--- src/sv/tbsc_pkg.sv ---
// Shared types, codes and the storage layout table of the tensor byte size checker.
package tbsc_pkg;

   localparam int unsigned MAX_DIMS = 4;
   localparam int unsigned WORD_W   = 64;
   localparam int unsigned BYTES_W  = 9;
   localparam int unsigned SHIFT_W  = 4;

   typedef enum logic [1:0] {
      ST_OK          = 2'd0,
      ST_FORMAT      = 2'd1,
      ST_RANGE       = 2'd2,
      ST_UNSUPPORTED = 2'd3
   } status_type;

   typedef enum logic {
      CSR_FILE_LENGTH = 1'b0,
      CSR_DATA_START  = 1'b1
   } csr_index_type;

   typedef struct packed {
      logic               known;
      logic [SHIFT_W-1:0] blk_shift;
      logic [BYTES_W-1:0] blk_bytes;
   } layout_type;

   typedef struct packed {
      logic format;
      logic unknown;
      logic ragged;
   } flags_type;

   typedef struct packed {
      flags_type          flags;
      logic [WORD_W-1:0]  d1;
      logic [WORD_W-1:0]  d2;
      logic [WORD_W-1:0]  d3;
      logic [WORD_W-1:0]  per_row;
      logic [BYTES_W-1:0] blk_bytes;
      logic [WORD_W-1:0]  offset;
   } item_type;

   function automatic layout_type mk(input logic [SHIFT_W-1:0] sh, input logic [BYTES_W-1:0] by);
      layout_type r;
      r.known     = 1'b1;
      r.blk_shift = sh;
      r.blk_bytes = by;
      return r;
   endfunction

   function automatic layout_type layout_of(input logic [31:0] code);
      layout_type r;
      r = '0;
      unique case (code)
         32'd0: r = mk(4'd0, 9'd4);
         32'd1: r = mk(4'd0, 9'd2);
         32'd2: r = mk(4'd5, 9'd18);
         32'd3: r = mk(4'd5, 9'd20);
         32'd4: r = mk(4'd0, 9'd8);
         32'd6: r = mk(4'd5, 9'd22);
         32'd7: r = mk(4'd5, 9'd24);
         32'd8: r = mk(4'd5, 9'd34);
         32'd9: r = mk(4'd5, 9'd36);
         32'd10: r = mk(4'd8, 9'd84);
         32'd11: r = mk(4'd8, 9'd110);
         32'd12: r = mk(4'd8, 9'd144);
         32'd13: r = mk(4'd8, 9'd176);
         32'd14: r = mk(4'd8, 9'd210);
         32'd15: r = mk(4'd8, 9'd292);
         32'd16: r = mk(4'd8, 9'd66);
         32'd17: r = mk(4'd8, 9'd74);
         32'd18: r = mk(4'd8, 9'd98);
         32'd19: r = mk(4'd8, 9'd50);
         32'd20: r = mk(4'd5, 9'd18);
         32'd21: r = mk(4'd8, 9'd110);
         32'd22: r = mk(4'd8, 9'd82);
         32'd23: r = mk(4'd8, 9'd136);
         32'd24: r = mk(4'd0, 9'd1);
         32'd25: r = mk(4'd0, 9'd2);
         32'd26: r = mk(4'd0, 9'd4);
         32'd27: r = mk(4'd0, 9'd8);
         32'd28: r = mk(4'd0, 9'd8);
         32'd29: r = mk(4'd8, 9'd56);
         32'd30: r = mk(4'd0, 9'd2);
         32'd39: r = mk(4'd5, 9'd17);
         32'd40: r = mk(4'd6, 9'd36);
         32'd41: r = mk(4'd5, 9'd18);
         32'd42: r = mk(4'd6, 9'd18);
         default: r = '0;
      endcase
      return r;
   endfunction

endpackage

--- src/sv/tbsc_front.sv ---
// Front end: format check, type lookup, block split and operand selection.
module tbsc_front (
   input  logic                  [3:0] req_dim_count,
   input  logic                 [63:0] req_dim_zero,
   input  logic                 [63:0] req_dim_one,
   input  logic                 [63:0] req_dim_two,
   input  logic                 [63:0] req_dim_three,
   input  logic                 [31:0] req_storage_type,
   input  logic                 [63:0] req_data_offset,
   output tbsc_pkg::item_type          item
);
   import tbsc_pkg::*;

   layout_type  lay;
   logic        zero_dim;
   logic [63:0] fast;
   logic [63:0] mask;

   always_comb begin
      lay      = layout_of(req_storage_type);
      zero_dim = ((req_dim_count > 4'd0) && (req_dim_zero == 64'd0))
              || ((req_dim_count > 4'd1) && (req_dim_one == 64'd0))
              || ((req_dim_count > 4'd2) && (req_dim_two == 64'd0))
              || ((req_dim_count > 4'd3) && (req_dim_three == 64'd0));
      fast     = (req_dim_count != 4'd0) ? req_dim_zero : 64'd1;
      mask     = (64'd1 << lay.blk_shift) - 64'd1;

      item.flags.format  = (req_dim_count > 4'(MAX_DIMS)) || zero_dim;
      item.flags.unknown = !lay.known;
      item.flags.ragged  = (fast & mask) != 64'd0;
      item.d1            = (req_dim_count > 4'd1) ? req_dim_one : 64'd1;
      item.d2            = (req_dim_count > 4'd2) ? req_dim_two : 64'd1;
      item.d3            = (req_dim_count > 4'd3) ? req_dim_three : 64'd1;
      item.per_row       = fast >> lay.blk_shift;
      item.blk_bytes     = lay.blk_bytes;
      item.offset        = req_data_offset;
   end

endmodule

--- config.mk ---
export PLATFORM = sky130hd
export DESIGN_NAME = tbsc_front
export DESIGN_NICKNAME = d
export VERILOG_FILES = /design/src/sv/tbsc_pkg.sv /design/src/sv/tbsc_front.sv
export SDC_FILE = /design/constraint.sdc
export NUM_CORES = 1
export LEC_CHECK = 0
export ABC_AREA = 0
export BUFFER_PORTS_ARGS = -buffer_cell sky130_fd_sc_hd__buf_2
export CAP_MARGIN = 20
export CORE_AREA = 2 2 267 269
export DETAILED_ROUTE_END_ITERATION = 8
export DIE_AREA = 0 0 269 271
export PLACE_DENSITY = 0.4
export SETUP_SLACK_MARGIN = 0.1
export SLEW_MARGIN = 30
export SYNTH_ARGS = -nofsm -noshare
export SYNTH_HDL_FRONTEND = slang
export SYNTH_SLANG_ARGS = --single-unit
--- constraint.sdc ---
create_clock -name vclk -period 7.4
set_clock_uncertainty 0.2 [all_clocks]
set_input_delay 0.74 -clock vclk [all_inputs]
set_output_delay 0.74 -clock vclk [all_outputs]
set_load 0.03 [all_outputs]
==> flow_summary.rst <==
.. list-table::
   :header-rows: 1

   * - Metric
     - Value
   * - Dominant cell type by count on the critical path
     - sky130_fd_sc_hd__inv_1
   * - List of most frequent post-synthesis cells
     - 191 x sky130_fd_sc_hd__nor2b_1, 110 x sky130_fd_sc_hd__mux2i_1, 69 x sky130_fd_sc_hd__nor4_1
   * - Max-cap check violation count
     - 0
   * - Fraction of layout instances using a drive strength above 1
     - 0.4479
   * - Number of search-and-repair iterations in the first detailed-routing pass
     - 4
   * - Core area
     - 69,790 sq um
   * - Instance count of the mapped netlist
     - 922
   * - Share of the synthesized area in the top cell type
     - 0.1881
   * - Initial core utilization
     - 0.09104
   * - Critical Path Start Type
     - primary input
   * - Number of distinct library cells after synthesis
     - 71
   * - Min-delay worst type
     - in -> out
   * - GRT Residual Overflow
     - 0
   * - Critical setup path kind
     - in -> out
   * - End point of the worst hold path
     - item[10]
   * - Pwr per Cell Area
     - 72.06 nW/um^2
   * - Largest area contributor in the netlist
     - sky130_fd_sc_hd__nor2b_1
   * - Crit path required time
     - 6.46 ns
   * - Floorplan die height
     - 271 um
   * - Post-Syn Area
     - 6354 sq um
   * - Main area contributors after synthesis
     - sky130_fd_sc_hd__nor2b_1 19%, sky130_fd_sc_hd__mux2i_1 17%, sky130_fd_sc_hd__buf_4 8.0%
   * - Cell depth of the worst hold path
     - 0
   * - Area of the die
     - 72,900 sq um
   * - Remaining antenna violation count
     - 0
   * - Via Count
     - 9,613
   * - Longest individual stage delay on the worst path
     - 0.66 ns
   * - PortBufs
     - 560
   * - Normalized max-slew margin
     - 0.3462
   * - Achievable clock frequency
     - 0.1825 GHz
   * - Worst-case vdd ir drop
     - 34.15 uV
   * - Result of the run
     - finished clean
   * - Core Rows
     - 97
   * - DP HPWL
     - 54.62 mm
   * - Area overhead of the layout relative to synthesis
     - 53.01%
   * - Final net count
     - 1,719
   * - Final period utilization
     - 0.7405
   * - Number of hold-slack violations in the final timing report
     - 0
   * - Lkg Pwr
     - 4.178 nW
   * - Worst-margin pin slew
     - 0.9807 ns
   * - Drt wl/cell
     - 26.69 um
   * - Time the worst path needs with I/O delays and setup
     - 5.480 ns
   * - Sequential element share of the synthesized area
     - 0
   * - Violation count after the first detailed-routing iteration
     - 706
   * - Buffers inserted during post-CTS setup optimization
     - 0
   * - Io pins
     - 688
   * - Post-cts sizing count
     - 0
   * - Origin of the worst min-delay path
     - req_data_offset[10]
   * - Filler cell count in the final layout
     - 8,226
   * - FF+latch count
     - 0
   * - RePlAce Congestion
     - 0.8833
   * - Aggregate global-route resource usage
     - 0.1587
   * - Max-slew violation total from the final report
     - 0
   * - Area taken by flip-flops and latches
     - 0 sq um
   * - Library cell with the highest instance count after synthesis
     - sky130_fd_sc_hd__nor2b_1
   * - Number of global-route vias before repair
     - 9,426
   * - Setup repair after global routing missed its margin
     - false
   * - Arrival time of data at the critical path endpoint
     - 4.54 ns
   * - Yosys warns
     - 0
   * - Post-Synthesis Net Count
     - 1,286
   * - Average cell area after synthesis
     - 6.891 sq um
   * - Max stage delay cell, worst path
     - sky130_fd_sc_hd__o311ai_1
   * - Element type at the critical path end
     - primary output
   * - Largest fanout of any net on the critical path
     - 13
   * - # clk buffers
     - 0
   * - Fin util
     - 0.1393
   * - Final routed wirelength across all metal layers
     - 61.63 mm
   * - Post-Route Setup TNS
     - 0 ns
   * - Largest net degree at the start of global routing
     - 65
   * - Hold-fix buffers at CTS
     - 0
   * - Sequence of cells on the critical path
     - buf_2 -> inv_1 -> ha_1 -> inv_1 -> o311ai_1 -> nand4_2 -> nor2_1 -> nand3_1 -> ha_1 -> inv_1 -> a222oi_1 -> o221a_2 -> o211ai_1 -> a221oi_1 -> o211ai_1 -> buf_2
   * - Via density
     - 4.163
   * - Global-route wire length before repair
     - 80.56 mm
   * - Number of setup violations in the final report
     - 0
   * - Drc violations
     - 0
   * - Initial antenna violation count
     - 72
   * - Horizontal extent of the die
     - 269 um
-- metal layers --
metal / wire length (um) / global-route usage / vias up
met5: 0 / 0 / -
met4: 2439 / 0.05263 / 0
met3: 3605 / 0.02576 / 172
met2: 32030 / 0.3010 / 555
met1: 23550 / 0.1763 / 4586
li1: - / - / 4300
-- cells in the final DEF, fill, tap and decap left out, types with 5 or more instances in the layout --
master	count
sky130_fd_sc_hd__mux2i_1	110
sky130_fd_sc_hd__buf_2	560
sky130_fd_sc_hd__nand2_1	41
sky130_fd_sc_hd__o21ai_0	20
sky130_fd_sc_hd__nor2_1	36
sky130_fd_sc_hd__a21oi_1	50
sky130_fd_sc_hd__o221ai_1	5
sky130_fd_sc_hd__ha_1	8
sky130_fd_sc_hd__and3_1	5
sky130_fd_sc_hd__a221oi_1	10
sky130_fd_sc_hd__nor4_1	67
sky130_fd_sc_hd__o22ai_1	15
sky130_fd_sc_hd__nor2b_1	191
sky130_fd_sc_hd__nand4_1	17
sky130_fd_sc_hd__nor3_1	11
sky130_fd_sc_hd__or2_2	5
sky130_fd_sc_hd__inv_1	7
sky130_fd_sc_hd__a22o_1	31
sky130_fd_sc_hd__o22a_1	41
sky130_fd_sc_hd__diode_2	16
sky130_fd_sc_hd__nand3_1	9
sky130_fd_sc_hd__buf_4	12
-- per-stage QoR --
stage          power, mW  cells  hold WS [ns]  worst slack (ns)  instance area, sq um
2_1_floorplan     0.4615    922         1.412             2.315                  6354
3_3_place_gp      0.7032   2293         1.280             1.789                  9668
3_5_place_dp      0.6988   2293         1.280             1.657                  9682
4_1_cts           0.7030   2293         1.280             1.647                  9682
5_1_grt           0.7422   2307         1.280             1.517                  9717
6_report          0.7005   2309         1.280             1.920                  9722
-- cells by family (layout without fill, tap and decap cells) --
family / after synthesis / after routing / share of synthesized area
AO/OA/AOI/OAI: 224 / 224 / 0.2631
XOR/XNOR: 2 / 2 / 0.002757
adder cells (fa/ha/maj): 8 / 8 / 0.01575
buffers and inverters: 149 / 580 / 0.1359
multiplexers: 117 / 117 / 0.1892
other: 2 / 18 / 0.001182
AND/OR/NAND/NOR: 420 / 420 / 0.3921
-- critical path, delay by kind of cell --
kind,cells,cell delay [ns]
compound gates,6,1.67
fa+ha+maj,2,0.51
buf+inv,5,0.69
simple gates,3,0.93
-- how the worst max path moves through the flow --
| stage | from | slack, ns | depth (start not counted) | end |
|---|---|---|---|---|
| floorplan | req_storage_type[1] | 2.31 | 17 | item[329] |
| global placement | req_storage_type[1] | 1.79 | 16 | item[329] |
| detailed placement | req_storage_type[1] | 1.66 | 16 | item[329] |
| CTS | req_storage_type[1] | 1.65 | 16 | item[329] |
| global route | req_storage_type[1] | 1.52 | 16 | item[329] |
| finish | req_storage_type[1] | 1.92 | 16 | item[329] |
-- cell type report --
class / count / area, sq um / share of cell area
Timing Repair Buffer: 573 / 2913 / 0.2996
Inverter: 7 / 26.28 / 0.002703
Tap cell: 940 / 1176 / 0.1210
Antenna cell: 16 / 40.04 / 0.004118
Multi-Input combinational cell: 773 / 5567 / 0.5726
-- report_power, final --
group / internal, mW / switching, mW / total, mW
sequential: 0 / 0 / 0
clock: 0.000000288 / 0 / 0.000000288
combinational: 0.226 / 0.474 / 0.701
total: 0.226 / 0.474 / 0.701
Note: power is estimated with default switching activity, not from simulation.
