==> config.mk <==
export PLATFORM = sky130hd
export DESIGN_NAME = tbsc_queue
export DESIGN_NICKNAME = d
export VERILOG_FILES = /design/src/sv/tbsc_pkg.sv /design/src/sv/tbsc_queue.sv
export SDC_FILE = /design/constraint.sdc
export NUM_CORES = 1
export LEC_CHECK = 0
export ABC_AREA = 1
export BUFFER_PORTS_ARGS = -buffer_cell sky130_fd_sc_hd__clkbuf_2
export CAP_MARGIN = 5
export CORE_AREA = 2 2 259 261
export DETAILED_ROUTE_END_ITERATION = 12
export DIE_AREA = 0 0 261 263
export PLACE_DENSITY = 0.67
export SLEW_MARGIN = 20
export SYNTH_ARGS = -nofsm -noshare
export SYNTH_HDL_FRONTEND = slang
export SYNTH_SLANG_ARGS = --single-unit
==> constraint.sdc <==
create_clock -name clock -period 22.1 [get_ports clock]
set_input_delay 3.315 -clock clock [delete_from_list [all_inputs] [get_ports clock]]
set_output_delay 3.315 -clock clock [all_outputs]
set_load 0.02 [all_outputs]
==> src/sv/tbsc_pkg.sv <==
// Shared types, codes and the storage layout table of the tensor byte size checker.
package tbsc_pkg;

   localparam int unsigned MAX_DIMS = 4;
   localparam int unsigned WORD_W   = 64;
   localparam int unsigned BYTES_W  = 9;
   localparam int unsigned SHIFT_W  = 4;

   typedef enum logic [1:0] {
      ST_OK          = 2'd0,
      ST_FORMAT      = 2'd1,
      ST_RANGE       = 2'd2,
      ST_UNSUPPORTED = 2'd3
   } status_type;

   typedef enum logic {
      CSR_FILE_LENGTH = 1'b0,
      CSR_DATA_START  = 1'b1
   } csr_index_type;

   typedef struct packed {
      logic               known;
      logic [SHIFT_W-1:0] blk_shift;
      logic [BYTES_W-1:0] blk_bytes;
   } layout_type;

   typedef struct packed {
      logic format;
      logic unknown;
      logic ragged;
   } flags_type;

   typedef struct packed {
      flags_type          flags;
      logic [WORD_W-1:0]  d1;
      logic [WORD_W-1:0]  d2;
      logic [WORD_W-1:0]  d3;
      logic [WORD_W-1:0]  per_row;
      logic [BYTES_W-1:0] blk_bytes;
      logic [WORD_W-1:0]  offset;
   } item_type;

   function automatic layout_type mk(input logic [SHIFT_W-1:0] sh, input logic [BYTES_W-1:0] by);
      layout_type r;
      r.known     = 1'b1;
      r.blk_shift = sh;
      r.blk_bytes = by;
      return r;
   endfunction

   function automatic layout_type layout_of(input logic [31:0] code);
      layout_type r;
      r = '0;
      unique case (code)
         32'd0: r = mk(4'd0, 9'd4);
         32'd1: r = mk(4'd0, 9'd2);
         32'd2: r = mk(4'd5, 9'd18);
         32'd3: r = mk(4'd5, 9'd20);
         32'd4: r = mk(4'd0, 9'd8);
         32'd6: r = mk(4'd5, 9'd22);
         32'd7: r = mk(4'd5, 9'd24);
         32'd8: r = mk(4'd5, 9'd34);
         32'd9: r = mk(4'd5, 9'd36);
         32'd10: r = mk(4'd8, 9'd84);
         32'd11: r = mk(4'd8, 9'd110);
         32'd12: r = mk(4'd8, 9'd144);
         32'd13: r = mk(4'd8, 9'd176);
         32'd14: r = mk(4'd8, 9'd210);
         32'd15: r = mk(4'd8, 9'd292);
         32'd16: r = mk(4'd8, 9'd66);
         32'd17: r = mk(4'd8, 9'd74);
         32'd18: r = mk(4'd8, 9'd98);
         32'd19: r = mk(4'd8, 9'd50);
         32'd20: r = mk(4'd5, 9'd18);
         32'd21: r = mk(4'd8, 9'd110);
         32'd22: r = mk(4'd8, 9'd82);
         32'd23: r = mk(4'd8, 9'd136);
         32'd24: r = mk(4'd0, 9'd1);
         32'd25: r = mk(4'd0, 9'd2);
         32'd26: r = mk(4'd0, 9'd4);
         32'd27: r = mk(4'd0, 9'd8);
         32'd28: r = mk(4'd0, 9'd8);
         32'd29: r = mk(4'd8, 9'd56);
         32'd30: r = mk(4'd0, 9'd2);
         32'd39: r = mk(4'd5, 9'd17);
         32'd40: r = mk(4'd6, 9'd36);
         32'd41: r = mk(4'd5, 9'd18);
         32'd42: r = mk(4'd6, 9'd18);
         default: r = '0;
      endcase
      return r;
   endfunction

endpackage

==> src/sv/tbsc_queue.sv <==
// Two entry queue between the front end and the back end.
module tbsc_queue (
   input  logic               clock,
   input  logic               reset,
   input  logic               push,
   input  tbsc_pkg::item_type push_item,
   output logic               full,
   output logic               pop_valid,
   output tbsc_pkg::item_type pop_item
);
   import tbsc_pkg::*;

   item_type   entry_ff [2];
   logic       wr_ptr_ff, wr_ptr_in;
   logic       rd_ptr_ff, rd_ptr_in;
   logic [1:0] count_ff, count_in;
   logic       pop;

   assign full      = count_ff == 2'd2;
   assign pop       = count_ff != 2'd0;
   assign pop_valid = pop;
   assign pop_item  = entry_ff[rd_ptr_ff];

   always_comb begin
      wr_ptr_in = push ? !wr_ptr_ff : wr_ptr_ff;
      rd_ptr_in = pop ? !rd_ptr_ff : rd_ptr_ff;
      count_in  = count_ff + {1'b0, push} - {1'b0, pop};
   end

   always_ff @(posedge clock) begin
      if (reset) begin
         wr_ptr_ff <= 1'b0;
         rd_ptr_ff <= 1'b0;
         count_ff  <= 2'd0;
      end else begin
         wr_ptr_ff <= wr_ptr_in;
         rd_ptr_ff <= rd_ptr_in;
         count_ff  <= count_in;
      end
      if (push) begin
         entry_ff[wr_ptr_ff] <= push_item;
      end
   end

endmodule

==> flow_summary.json, run 1 <==
{
  "status": "complete, no violations",
  "min_path_type": "reg -> reg",
  "dpl.hpwl_um": 38960,
  "synth-seq-cells": 669,
  "htree_levels": 3,
  "antenna_found_initial": 8,
  "p_switching_mw": 0.7024,
  "drv_slew": 0,
  "cts_buffer_depth": 3,
  "end_kind": "primary output",
  "die_x_um": 261,
  "fmax_ghz": 0.1572,
  "io_pins": 669,
  "period_needed_ns": 6.362,
  "swShare": 0.2405,
  "yosysWarnings": 0,
  "hold_violations": 0,
  "post_cts_buffers": 0,
  "dr.pass1.iters": 5,
  "power.density_nw_per_um2": 93.88,
  "clkSinkCount": 669,
  "clkPwrFrac": 0.390,
  "ys_seq_area_frac": 0.8068,
  "required_ns": 18.78,
  "port_buffers": 668,
  "clock_tree.root_cell": "clkbuf_16",
  "pwr-share-comb": 0.100,
  "drt-total-wl_um": 56540,
  "p_int_mw": 2.218,
  "overflow": 0,
  "placed_cell_area_um2": 28850,
  "holdWs_ns": 0.5317,
  "rrSetupSlack_ns": 18.67,
  "cts_tree": "done",
  "seq_power_share": 0.510,
  "synth.avg_cell_area_um2": 14.08,
  "cts-hold-fix-buffers": 0,
  "skew_ns": 0.02280,
  "worstMarginPinSlew_ns": 1.137,
  "cts_inserted_buffers": 71,
  "grt_first_pass_wirelength_um": 83360,
  "grt_pass1_vias": 15180,
  "gp_congestion": 0.8304,
  "final_util": 0.4741,
  "die_h_um": 263,
  "drc_errors": 0,
  "area_growth_pct": 25.26,
  "insertion_delay_ns": 0.60,
  "rows": 94,
  "vdd_drop_max_v": 0.00007055,
  "maxCapViolations": 0,
  "path_clk_slew_ns": 0.06,
  "core_region_area_um2": 65630,
  "grt_usage": 0.1587,
  "post_route_cells_drive_above_1_share": 0.3129,
  "synth_cells": 1764,
  "rsz0062_at_grt": "no",
  "finalCritPeriodShare": 0.2879,
  "worstSetupPathType": "reg -> out",
  "fin_area_um2": 31110,
  "fin_setup_tns_ns": 0,
  "die_area_um2": 68640,
  "synth_cell_types": 14,
  "start_kind": "flop",
  "final_nets": 2776,
  "synth_area_um2": 24840,
  "grt_start_max_net_pins": 245,
  "drtIter0Drc": 1124,
  "num_vias": 15130,
  "cts_resized": 0,
  "crit_arrival_ns": 3.05,
  "setup_violations": 0,
  "synth.net_count": 2100,
  "initial_core_util": 0.3785,
  "p_leak_nw": 12.86,
  "via_per_inst": 4.504,
  "cp_max_fo": 244,
  "maxSlewHeadroom": 0.2420,
  "detail_route.wl_per_cell_um": 16.83,
  "ant_nets": 0
}
path summary, 6_finish.rpt:
path / from / endpoint / cells past startpoint
hold / removal: rd_ptr_ff$_SDFFE_PP0P_ / flop / 3
setup / recovery: flop / pop_item[35] / 3
setup reg to reg: wr_ptr_ff$_SDFFE_PP0P_ / entry_ff[0][253]$_DFFE_PP_ / 3
hold reg to reg: rd_ptr_ff$_SDFFE_PP0P_ / flop / 3
logic make-up after synthesis:
group | Yosys count | share of synthesized area
AO/OA/AOI/OAI | 333 | 0.06710
adder cells (fa/ha/maj) | 1 | 0.0005036
buffers and inverters | 413 | 0.07294
flip-flops | 669 | 0.8068
AND/OR/NAND/NOR | 348 | 0.05269
cells in the final DEF, fill, tap and decap left out:
| master | Yosys | final |
|---|---|---|
| a21oi_1 | 1 | 1 |
| buf_12 | 0 | 3 |
| buf_4 | 20 | 6 |
| bufinv_16 | 0 | 4 |
| clkbuf_1 | 0 | 11 |
| clkbuf_16 | 0 | 74 |
| clkbuf_2 | 0 | 668 |
| clkinv_1 | 0 | 13 |
| clkinv_16 | 0 | 1 |
| clkinv_2 | 0 | 11 |
| clkinv_8 | 0 | 2 |
| clkinvlp_4 | 0 | 4 |
| dfxtp_1 | 5 | 4 |
| dfxtp_4 | 0 | 1 |
| diode_2 | 0 | 6 |
| edfxtp_1 | 664 | 664 |
| ha_1 | 1 | 1 |
| inv_1 | 339 | 338 |
| inv_16 | 0 | 1 |
| inv_6 | 0 | 1 |
| inv_8 | 0 | 2 |
| nand2_1 | 336 | 336 |
| nand3_1 | 1 | 1 |
| nor2_1 | 10 | 9 |
| nor2_4 | 0 | 1 |
| nor3_1 | 1 | 1 |
| o21ai_0 | 228 | 228 |
| o21ai_1 | 104 | 104 |
worst max-delay path, cell delays in order (launching register included):
cell,delay (ns)
dfxtp_4,0.86
buf_12,0.64
o21ai_0,0.36
clkbuf_2,0.24
synthesized netlist by cell type:
library cell,n,area share
nor3_1,1,0.00020
inv_1,339,0.051
dfxtp_1,5,0.0040
buf_2,35,0.0071
buf_6,19,0.0086
buf_4,20,0.0060
nor2_1,10,0.0015
o21ai_0,228,0.046
nand3_1,1,0.00020
a21oi_1,1,0.00020
nand2_1,336,0.051
edfxtp_1,664,0.80
o21ai_1,104,0.021
ha_1,1,0.00050
metal layers:
layer,track usage,wire (um),vias up
li1,-,-,7332
met3,0.04997,4276,137
met1,0.1734,20950,7116
met5,0,30,-
met2,0.2772,28780,543
met4,0.07801,2503,4
through the flow:
step / worst slack, ns / total power, mW / cells
floorplan: 3.839 / 1.708 / 1764
global placement: 15.52 / 1.804 / 3231
detailed placement: 15.46 / 1.813 / 3231
CTS: 15.69 / 2.954 / 3354
global route: 15.48 / 3.027 / 3360
finish: 15.74 / 2.921 / 3360
area by class of cell:
type                       instances  area (um^2)
sequential                       669        20040
inverter                         339         1280
clock inverter                    38        356.6
tap                              864         1081
antenna                            6        15.01
clock buffer                      85         1893
timing repair buffer             677         3448
multi-input combinational        682         2995
fill                            5736        34520
state kept, by name, summed over array words and instances, names as in the netlist, named ones only:
name and flops:
wr_ptr_ff 1, count_ff 2, rd_ptr_ff 1, entry_ff 664
power by group through the flow:
| stage | clock [mW] | sequential (mW) | combinational [mW] |
|---|---|---|---|
| finish | 1.14 | 1.49 | 0.292 |
| global route | 1.22 | 1.49 | 0.317 |
| CTS | 1.17 | 1.49 | 0.297 |
| detailed placement | 0 | 1.52 | 0.296 |
| global placement | 0 | 1.51 | 0.290 |
| floorplan | 0 | 1.54 | 0.171 |
(Power assumes the default switching activity.)
==> inputs of run 2 (changes only) <==
Settings changed: CORE_AREA 2 2 259 261 to 2 2 262 264, DIE_AREA 0 0 261 263 to 0 0 264 266, PLACE_DENSITY 0.67 to 0.68.
Clock period 22.1 ns to 5.3 ns, I/O delays scaled along.
==> run 2 against run 1 <==
Against the previous run: sequential share of layout area shrank 0.28 points; sequential cell count is the same; utilization shrank 1.3 points; final cell count grew 0.92%; critical path type unchanged; critical endpoint is now pop_item[7]; largest power group unchanged.
==> flow_summary.json, run 2 (synthesis gave the netlist of run 1 again) <==
{
  "die_x_um": 264,
  "die_area_um2": 70220,
  "period_needed_ns": 3.398,
  "placed_cell_area_um2": 29040,
  "end_kind": "primary output",
  "vdd_drop_max_v": 0.0002684,
  "io_pins": 669,
  "p_leak_nw": 12.91,
  "cts_tree": "done",
  "clock_tree.root_cell": "clkbuf_16",
  "maxSlewHeadroom": 0.1369,
  "core_region_area_um2": 67750,
  "pre_cts_ws_ns": 2.438,
  "finalCritPeriodShare": 0.6411,
  "post_route_cells_drive_above_1_share": 0.3158,
  "fin_setup_tns_ns": 0,
  "maxCapViolations": 0,
  "crit_arrival_ns": 2.60,
  "grt_pass1_vias": 15090,
  "ant_nets": 0,
  "dpl.hpwl_um": 40420,
  "cts-hold-fix-buffers": 0,
  "start_kind": "flop",
  "skew_ns": 0.01292,
  "worstSetupPathType": "reg -> out",
  "grt_start_max_net_pins": 173,
  "cp_max_fo": 172,
  "initial_core_util": 0.3667,
  "drc_errors": 0,
  "cts_inserted_buffers": 70,
  "clkSinkCount": 669,
  "die_h_um": 266,
  "final_nets": 2788,
  "htree_levels": 3,
  "fin_cells": 3391,
  "drv_slew": 0,
  "grt_usage": 0.1559,
  "fmax_ghz": 0.2943,
  "largest_register_ffs": 664,
  "power.density_nw_per_um2": 385.9,
  "final_cell_mix": "clkbuf_2, edfxtp_1, inv_1, nand2_1, o21ai_0",
  "cts_buffer_depth": 3,
  "insertion_delay_ns": 0.60,
  "rsz0062_at_grt": "no",
  "largestRegisters": "entry_ff: 664 flops, count_ff: 2 flops",
  "post-place-cells": 3262,
  "layout_commonest_cell": "clkbuf_2",
  "detail_route.wl_per_cell_um": 16.78,
  "worstMarginPinSlew_ns": 1.295,
  "grt_first_pass_wirelength_um": 83800,
  "path_clk_slew_ns": 0.06,
  "fin_area_um2": 31250,
  "post_cts_buffers": 0,
  "via_per_inst": 4.477,
  "layout_setup_ws_ns": 1.902,
  "port_buffers": 668,
  "dr.pass1.iters": 5,
  "status": "complete, no violations",
  "drt-total-wl_um": 56920,
  "required_ns": 4.51,
  "num_vias": 15180,
  "fin_total_pwr_mw": 12.06,
  "gp_congestion": 0.8655,
  "rows": 96,
  "overflow": 0,
  "area_growth_pct": 25.81,
  "drtIter0Drc": 1225,
  "setup_violations": 0,
  "antenna_found_initial": 4,
  "min_path_type": "in -> reg",
  "largest-register": "entry_ff",
  "hold_violations": 0,
  "cts_resized": 0
}
==> run 2: worst max-delay path, stage by stage, from the launching register on <==
cell and delay (ns):
dfxtp_4 0.86, buf_12 0.49, o21ai_0 0.28, clkbuf_2 0.21
==> run 2: final cells by class <==
cell class / instances / area [um^2]
Clock inverter: 34 / 335.3
Multi-Input combinational cell: 682 / 3012
Fill cell: 6026 / 36500
Tap cell: 882 / 1104
Timing Repair Buffer: 690 / 3596
Sequential cell: 669 / 20040
Clock buffer: 91 / 1861
Inverter: 339 / 1289
Antenna cell: 4 / 10.01
==> run 2: path summary, 6_finish.rpt <==
check / depth (start not counted) / slack, ns / end / start
setup / recovery: 3 / 1.90 / pop_item[7] / flop
hold / removal: 1 / 0.38 / entry_ff[0][57]$_DFFE_PP_ / push_item[57]
setup reg to reg: 4 / 3.15 / entry_ff[1][266]$_DFFE_PP_ / wr_ptr_ff$_SDFFE_PP0P_
hold reg to reg: 3 / 0.53 / rd_ptr_ff$_SDFFE_PP0P_ / rd_ptr_ff$_SDFFE_PP0P_
==> run 2: through the flow <==
step                hold slack [ns]    util
global placement             0.5033  0.4287
global route                 0.3392  0.4612
detailed placement           0.5210  0.4287
finish                       0.3758  0.4613
CTS                          0.3225  0.4611
floorplan                    0.4896       -
==> run 2: power by group <==
group | leakage, nW | switching, mW | internal, mW
combinational | 5.57 | 0.874 | 0.362
sequential | 6.27 | 0.0749 | 6.14
clock | 1.07 | 2.00 | 2.62
total | 12.9 | 2.94 | 9.11
==> run 2: per-layer routing <==
layer	GRT usage	part of all wire
met3	0.04593	0.074
met1	0.1671	0.36
met5	0	0
met4	0.07878	0.044
met2	0.2794	0.52
